### src/hdl/crc_checked_response_deframer_core_macros.svh
// assertion macros used by the deframer rtl
`ifndef CRC_CHECKED_RESPONSE_DEFRAMER_CORE_MACROS_SVH
`define CRC_CHECKED_RESPONSE_DEFRAMER_CORE_MACROS_SVH

// plain property, clocked on clk_i, off while rst_ni is low
`define CRCDF_ASSERT(name, prop, msg) \
  name: assert property (@(posedge clk_i) disable iff (!rst_ni) (prop)) \
    else $error(msg);

// implication: when ante holds, cons holds in the same cycle
`define CRCDF_ASSERT_IMP(name, ante, cons, msg) \
  name: assert property (@(posedge clk_i) disable iff (!rst_ni) (ante) |-> (cons)) \
    else $error(msg);

`endif

### src/hdl/crcdf_pkg.sv
`default_nettype none

package crcdf_pkg;

  // default frame limit in bytes before the carriage return
  localparam int unsigned MaxFrameDefault = 256;

  // framing characters
  localparam logic [7:0] CharOpen = 8'h28;
  localparam logic [7:0] CharCr   = 8'h0d;
  localparam logic [7:0] CharLf   = 8'h0a;

  // end-of-frame status codes
  typedef enum logic [2:0] {
    StOk       = 3'd0,
    StBadCrc   = 3'd1,
    StBadStart = 3'd2,
    StTooShort = 3'd3,
    StOverflow = 3'd4
  } status_e;

  // crc-16 poly 0x1021, one entry per nibble value
  localparam logic [15:0] NibTable [16] = '{
    16'h0000, 16'h1021, 16'h2042, 16'h3063, 16'h4084, 16'h50a5, 16'h60c6, 16'h70e7,
    16'h8108, 16'h9129, 16'ha14a, 16'hb16b, 16'hc18c, 16'hd1ad, 16'he1ce, 16'hf1ef
  };

  // one nibble of crc update, msb first
  function automatic logic [15:0] crc_nibble(logic [15:0] crc, logic [3:0] nib);
    logic [3:0] idx;
    idx = crc[15:12] ^ nib;
    return {crc[11:0], 4'h0} ^ NibTable[idx];
  endfunction

  // bump a crc byte that would collide with a framing character
  function automatic logic [7:0] escape_byte(logic [7:0] b);
    logic [7:0] r;
    r = b;
    if (b == CharOpen || b == CharCr || b == CharLf) begin
      r = b + 8'd1;
    end
    return r;
  endfunction

endpackage

`default_nettype wire

### src/hdl/crcdf_crc_step.sv
`default_nettype none

// crc-16 update over one byte, two table nibbles, high nibble first
module crcdf_crc_step (
  input  wire logic [15:0] crc_i,
  input  wire logic [7:0]  data_i,
  output logic      [15:0] crc_o
);

  logic [15:0] crc_mid;

  // high nibble then low nibble
  always_comb begin
    crc_mid = crcdf_pkg::crc_nibble(crc_i, data_i[7:4]);
    crc_o   = crcdf_pkg::crc_nibble(crc_mid, data_i[3:0]);
  end

endmodule

`default_nettype wire

### src/hdl/crc_checked_response_deframer_core.sv
// channel   dir  handshake                 payload
// rx        in   in_valid_i / in_stall_o   rx_byte_i[7:0]
// result    out  out_valid_o / out_stall_i payload_byte_o, is_end_o,
//                                          frame_status_o, payload_length_o
//
// one request accepted per cycle when the result side keeps up
// each request passes the input register, then frame logic into the result register
// the crc byte step is combinational (two nibble table lookups)
// reset clears the frame state (crc, delay line, start flag, byte counter) and both valid flags
// a stalled result holds; one more request waits in the input register meanwhile
`default_nettype none
`include "crc_checked_response_deframer_core_macros.svh"

module crc_checked_response_deframer_core #(
  parameter int unsigned MAX_FRAME = crcdf_pkg::MaxFrameDefault
) (
  input  wire logic       clk_i,
  input  wire logic       rst_ni,
  input  wire logic       in_valid_i,
  output logic            in_stall_o,
  input  wire logic [7:0] rx_byte_i,
  output logic            out_valid_o,
  input  wire logic       out_stall_i,
  output logic [7:0]      payload_byte_o,
  output logic            is_end_o,
  output logic [2:0]      frame_status_o,
  output logic [8:0]      payload_length_o
);

  localparam int unsigned CntW = $clog2(MAX_FRAME + 2);
  localparam logic [CntW-1:0] MaxCnt   = CntW'(MAX_FRAME);
  localparam logic [CntW-1:0] MaxCntP1 = CntW'(MAX_FRAME + 1);
  localparam logic [CntW-1:0] MinLen   = CntW'(3);
  localparam logic [CntW-1:0] StartPos = CntW'(2);

  // input register
  logic       s1_valid_q, s1_valid_d;
  logic [7:0] s1_byte_q;

  // frame state
  logic [15:0]     crc_q, crc_d;
  logic [7:0]      older_q, older_d;
  logic [7:0]      newer_q, newer_d;
  logic            start_ok_q, start_ok_d;
  logic [CntW-1:0] cnt_q, cnt_d;

  // result register
  logic       out_valid_q, out_valid_d;
  logic [7:0] out_byte_q;
  logic       out_end_q;
  logic [2:0] out_status_q;
  logic [8:0] out_len_q;

  // result of the current request
  logic                res_valid;
  logic [7:0]          res_byte;
  logic                res_end;
  crcdf_pkg::status_e  res_status;
  logic [8:0]          res_len;

  logic            consume;
  logic            in_acc;
  logic [15:0]     crc_next;
  logic [15:0]     crc_want;
  logic [CntW-1:0] limited;
  logic [CntW-1:0] len_full;

  // handshake
  assign consume    = s1_valid_q && (!out_valid_q || !out_stall_i);
  assign in_stall_o = s1_valid_q && !consume;
  assign in_acc     = in_valid_i && !in_stall_o;

  always_comb begin
    s1_valid_d = s1_valid_q;
    if (in_acc) begin
      s1_valid_d = 1'b1;
    end else if (consume) begin
      s1_valid_d = 1'b0;
    end
  end

  always_ff @(posedge clk_i or negedge rst_ni) begin
    if (!rst_ni) begin
      s1_valid_q <= 1'b0;
    end else begin
      s1_valid_q <= s1_valid_d;
    end
  end

  always_ff @(posedge clk_i) begin
    if (in_acc) begin
      s1_byte_q <= rx_byte_i;
    end
  end

  // crc over the byte leaving the delay line
  crcdf_crc_step u_crc_step (
    .crc_i  (crc_q),
    .data_i (older_q),
    .crc_o  (crc_next)
  );

  // expected crc with framing characters escaped, and payload length
  always_comb begin
    crc_want = {crcdf_pkg::escape_byte(crc_q[15:8]), crcdf_pkg::escape_byte(crc_q[7:0])};
    limited  = (cnt_q > MaxCnt) ? MaxCnt : cnt_q;
    len_full = (start_ok_q && limited > MinLen) ? (limited - MinLen) : '0;
  end

  // frame logic
  always_comb begin
    crc_d      = crc_q;
    older_d    = older_q;
    newer_d    = newer_q;
    start_ok_d = start_ok_q;
    cnt_d      = cnt_q;
    res_valid  = 1'b0;
    res_byte   = '0;
    res_end    = 1'b0;
    res_status = crcdf_pkg::StOk;
    res_len    = '0;
    if (consume) begin
      if (s1_byte_q == crcdf_pkg::CharCr) begin
        // end of frame: status, then back to an empty frame
        res_valid = 1'b1;
        res_end   = 1'b1;
        res_len   = 9'(len_full);
        priority if (cnt_q > MaxCnt) begin
          res_status = crcdf_pkg::StOverflow;
        end else if (cnt_q < MinLen) begin
          res_status = crcdf_pkg::StTooShort;
        end else if (crc_want != {older_q, newer_q}) begin
          res_status = crcdf_pkg::StBadCrc;
        end else if (!start_ok_q) begin
          res_status = crcdf_pkg::StBadStart;
        end else begin
          res_status = crcdf_pkg::StOk;
        end
        crc_d      = '0;
        older_d    = '0;
        newer_d    = '0;
        start_ok_d = 1'b0;
        cnt_d      = '0;
      end else if (cnt_q <= MaxCnt) begin
        // ordinary byte: count, crc the leaving byte, shift the delay line
        cnt_d = cnt_q + 1'b1;
        if (cnt_q < MaxCnt && cnt_q >= StartPos) begin
          crc_d = crc_next;
          if (cnt_q == StartPos) begin
            start_ok_d = (older_q == crcdf_pkg::CharOpen);
          end else if (start_ok_q) begin
            res_valid = 1'b1;
            res_byte  = older_q;
          end
        end
        older_d = newer_q;
        newer_d = s1_byte_q;
      end
    end
  end

  always_ff @(posedge clk_i or negedge rst_ni) begin
    if (!rst_ni) begin
      crc_q      <= '0;
      older_q    <= '0;
      newer_q    <= '0;
      start_ok_q <= 1'b0;
      cnt_q      <= '0;
    end else begin
      crc_q      <= crc_d;
      older_q    <= older_d;
      newer_q    <= newer_d;
      start_ok_q <= start_ok_d;
      cnt_q      <= cnt_d;
    end
  end

  // result register
  always_comb begin
    out_valid_d = out_valid_q;
    if (consume) begin
      out_valid_d = res_valid;
    end else if (!out_stall_i) begin
      out_valid_d = 1'b0;
    end
  end

  always_ff @(posedge clk_i or negedge rst_ni) begin
    if (!rst_ni) begin
      out_valid_q <= 1'b0;
    end else begin
      out_valid_q <= out_valid_d;
    end
  end

  always_ff @(posedge clk_i) begin
    if (consume && res_valid) begin
      out_byte_q   <= res_byte;
      out_end_q    <= res_end;
      out_status_q <= res_status;
      out_len_q    <= res_len;
    end
  end

  assign out_valid_o      = out_valid_q;
  assign payload_byte_o   = out_byte_q;
  assign is_end_o         = out_end_q;
  assign frame_status_o   = out_status_q;
  assign payload_length_o = out_len_q;

  // checks
  `CRCDF_ASSERT(a_cnt_bounded, cnt_q <= MaxCntP1, "frame byte count past saturation")
  `CRCDF_ASSERT_IMP(a_payload_clean, out_valid_o && !is_end_o,
    frame_status_o == crcdf_pkg::StOk && payload_length_o == 9'd0, "payload result carries status")
  `CRCDF_ASSERT_IMP(a_end_clears, $past(consume) && $past(s1_byte_q) == crcdf_pkg::CharCr,
    cnt_q == '0 && crc_q == 16'h0000 && !start_ok_q, "frame state not cleared after end")
  `CRCDF_ASSERT_IMP(a_stall_needs_item, in_stall_o, s1_valid_q && out_valid_q,
    "input stalled without a pending request")

endmodule

`default_nettype wire
### config.mk
export PLATFORM = sky130hd
export DESIGN_NAME = crc_checked_response_deframer_core
export DESIGN_NICKNAME = d
export VERILOG_FILES = /design/src/hdl/crcdf_pkg.sv /design/src/hdl/crcdf_crc_step.sv /design/src/hdl/crc_checked_response_deframer_core.sv
export VERILOG_INCLUDE_DIRS = /design/src /design/src/hdl
export SDC_FILE = /design/constraint.sdc
export NUM_CORES = 1
export LEC_CHECK = 0
export BUFFER_PORTS_ARGS = -buffer_cell sky130_fd_sc_hd__buf_2
export CAP_MARGIN = 20
export CORE_MARGIN = 2
export CORE_UTILIZATION = 57
export DETAILED_ROUTE_END_ITERATION = 16
export PLACE_DENSITY = 0.83
export SLEW_MARGIN = 5
export SYNTH_ARGS = -nofsm -noshare
export SYNTH_HDL_FRONTEND = slang
export SYNTH_SLANG_ARGS = --single-unit
export TNS_END_PERCENT = 5
### constraint.sdc
create_clock -name clk_i -period 2.76 [get_ports clk_i]
set_input_delay 0.276 -clock clk_i [delete_from_list [all_inputs] [get_ports clk_i]]
set_output_delay 0.276 -clock clk_i [all_outputs]
set_load 0.01 [all_outputs]
==> results by group <==
Global route
  • Largest net degree at the start of global routing: 45
  • Total grt overflow: 0
  • Met1 usage: 0.352
  • First-pass GRT wire length: 14100 µm
  • Grt met3 use: 0.0645
  • GR peak layer: met2
  • GRT Util Overall: 0.248
  • Antenna violations before repair: 0
  • Routing usage on met2: 0.371
  • Vias in the first global route: 2849

Route
  • DR WL/cell: 16.8 µm
  • DR pass1 iterations: 12
  • Initial drt markers: 231
  • Drt drc: 3
  • Final ANT Viol Nets: 0
  • Vias/cell: 5.89
  • Final WL: 8290 µm
  • Via count: 2908

Timing
  • Achievable Freq: 392 MHz
  • Min Tclk post-route: 2.55 ns
  • Setup Skew: 0.0105 ns
  • Max-slew violations: 0
  • Least-Margin Pin Slew: 0.523 ns
  • Setup TNS: 0 ns
  • Final hold vios: 0
  • Final worst path period share: 0.925
  • Final setup viols: 0
  • Max-slew headroom: 0.651
  • RSZ-0062 raised after global routing: false

Setup path
  • Worst EP arrival: 2.66 ns
  • Required @ worst endpoint: 2.87 ns
  • Crit path launch type: flop
  • CP endpoint kind: flop
  • Worst reg2reg path startpoint: cnt_q[3]
  • Reg2Reg Depth: 7
  • R2r setup slk: 0.21 ns
  • Launch point of the worst path: cnt_q[3]
  • Worst-path maximum fanout: 9
  • R2r endpoint: payload_length_o[2]
  • Kind of critical path: flop to flop

Clock network
  • CTS tree: built
  • Clock Latency Late Sink: 0.36 ns
  • H-tree Lvls: 3
  • Num CTS Buffers: 9
  • Clock Sinks: 73
  • Clock root buffer: clkbuf_8
  • CTS clk-pin slew, worst paths: 0.08 ns
  • Maximum buffer depth of the clock tree: 2
  • Postcts setup bufs: 0

Logic synthesis
  • Main combinational cell family by area after synthesis: simple AND/OR/NAND/NOR gates
  • Area leader, netlist: dfrtp_1
  • #FFs+latches synth: 73
  • Synth Area in Compound Gates: 0.133
  • Cell Area, Synth: 0.00382 mm²
  • Simple-gate share of the synthesized area: 0.173
  • Top_reg_cell synth: dfrtp_1
  • Adder-Cell Fraction of Synth Area: 0.0360
  • Top cell type's share of synthesized area: 0.288
  • Post-synthesis instance total: 367
  • Multiplexer share of the synthesized area: 0.0203
  • Top cells by area, synth: dfrtp_1 29%, edfxtp_1 23%, xnor2_1 5.7%, ha_1 3.6%, nand2_1 3.4%
  • Post-synth EDFFs: 29
  • Yosys warning total: 0
  • Synth Area in XOR/XNOR: 0.0917
  • Post-synthesis sequential area ratio: 0.516
  • Number of distinct library cells after synthesis: 50
  • Avg Cell Area, Syn: 10.4 µm²
  • Async S/R FF share, synth: 0.603
  • Syn_nets: 390

Floorplan
  • Die height: 85.9 µm
  • Initial Utilization: 0.595
  • Core area: 0.00642 mm²
  • # IOs: 35
  • Chip width: 85.9 µm
  • Die Area: 0.00737 mm²
  • Row count: 29

Min path
  • Hold Path Sink: s1_byte_q[3]
  • Hold Startpoint: rx_byte_i[3]
  • Hold Crit Depth: 1
  • Hold crit path type: primary input to flop

Flow run
  • Maxcap violations: 0

Place
  • Placed cells: 476
  • Post-DP HPWL: 5980 µm
  • Final weighted congestion in routability-driven placement: 0.980
  • I/O Buffers: 34

Pwr
  • Clock power frac: 0.185
  • Combinational fraction of design power: 0.430
  • Reg power frac: 0.385
  • Sw Share: 0.405
  • Pwr/cell area: 1070 mW/mm²
  • Static leakage: 1.81 nW
  • Net switching power: 0.00189 W
  • Internal: 0.00278 W
  • Peak VDD IR: 560 µV

Final layout
  • Share of cells above drive strength 1: 0.180
  • Synth-to-Final Area Change: 14.4%
  • # diodes: 0
  • Layout Cells excl Fill: 494
  • # nets final: 435

Run status
  • Status: complete, but fails checks
  • Failing checks: design-rule violations
==> per-stage QoR <==
step	hold slack, ns	instance area (µm²)	total power (W)	util	setup slack, ns
final	0.0900	4370	0.00467	0.680	0.208
after global routing	0.0740	4370	0.00499	0.680	0.0427
after CTS	0.0792	4320	0.00463	0.673	0.145
after detailed placement	0.454	4120	0.00374	0.641	0.173
after global placement	0.453	4120	0.00367	0.641	0.294
after floorplan	-0.0196	3820	0.00319	-	0.357
==> worst max-delay path by stage <==
stage,endpoint,slack [ns],cells after the start
detailed placement,payload_length_o[2],0.17,7
global route,frame_status_o[1],0.04,7
CTS,payload_length_o[2],0.15,7
floorplan,payload_length_o[2],0.36,9
global placement,frame_status_o[1],0.29,7
finish,payload_length_o[2],0.21,7
==> cells by family (layout without fill, tap and decap cells) <==
family	count (synthesis)	after routing
simple gates	133	133
compound gates	74	74
flops	73	73
xor+xnor	40	40
buf+inv	29	79
fa+ha+maj	11	11
mux	7	7
==> synth_stat cells, types with 7 or more instances <==
| library cell | count |
|---|---|
| nand3_1 | 9 |
| dfrtp_1 | 44 |
| and2_1 | 9 |
| nor2_1 | 35 |
| inv_1 | 16 |
| xor2_1 | 15 |
| edfxtp_1 | 29 |
| o21ai_0 | 19 |
| ha_1 | 11 |
| nor3_1 | 7 |
| nor2b_1 | 8 |
| a21oi_1 | 16 |
| nand2_1 | 35 |
| xnor2_1 | 25 |
| clkbuf_1 | 10 |
| a22o_1 | 14 |
==> placed cells by master (no fill, tap or decap), types with 2 or more instances in the layout <==
cell	n
o41ai_1	2
a22o_1	14
or2_2	3
and3_1	2
and2_1	9
o31a_1	2
nor4_1	3
mux2_2	6
ha_1	10
o31ai_1	3
o21ai_0	19
edfxtp_1	29
buf_2	34
buf_4	11
nor2b_1	8
nand3_1	9
inv_1	16
clkbuf_8	11
or3_1	5
or4b_1	2
nor3_1	7
o211ai_1	2
xor2_1	15
nand3b_1	2
dfrtp_1	44
nand2b_1	3
nand4_1	5
o22ai_1	2
a21oi_1	16
nand2_1	35
o21a_1	2
xnor2_1	25
nor2_1	35
==> layout make-up <==
class | count | area, µm²
clock buffer | 12 | 155
clock inverter | 4 | 51.3
fill | 479 | 2060
inverter | 16 | 60.1
multi-input combinational | 265 | 1750
sequential | 73 | 1970
tap | 77 | 96.3
timing repair buffer | 47 | 283
==> sequential cells by signal (all words and copies together) (netlist names), 3 cells and up <==
register,cells
cnt_q,9
crc_q,16
frame_status_o,3
newer_q,8
older_q,8
payload_byte_o,8
payload_length_o,9
s1_byte_q,8
==> timing repair <==
action,in CTS,in global routing
endpoints found under the hold margin,0,5
hold buffers,0,1
gates resized for setup,0,2
endpoints found under the setup margin,0,10
==> power groups by stage <==
stage	logic, W	clock network, W	registers (W)
global route	0.00223	0.000925	0.00184
floorplan	0.00153	0	0.00165
global placement	0.00188	0	0.00179
CTS	0.00197	0.000873	0.00179
detailed placement	0.00193	0	0.00180
finish	0.00201	0.000864	0.00180
==> worst max-delay path: stages (launching register included) <==
cell and delay [ns]:
dfrtp_1 0.47, or3_4 0.45, o31a_1 0.38, nor2_1 0.20
ha_2 0.32, o21ai_0 0.14, nand3_1 0.26, nor2_1 0.10
==> per-layer routing <==
metal	wire, µm	share of wire
met1	3750	0.45
met2	3890	0.47
met5	0	0
met4	136	0.016
met3	517	0.062
(Power assumes the default switching activity.)
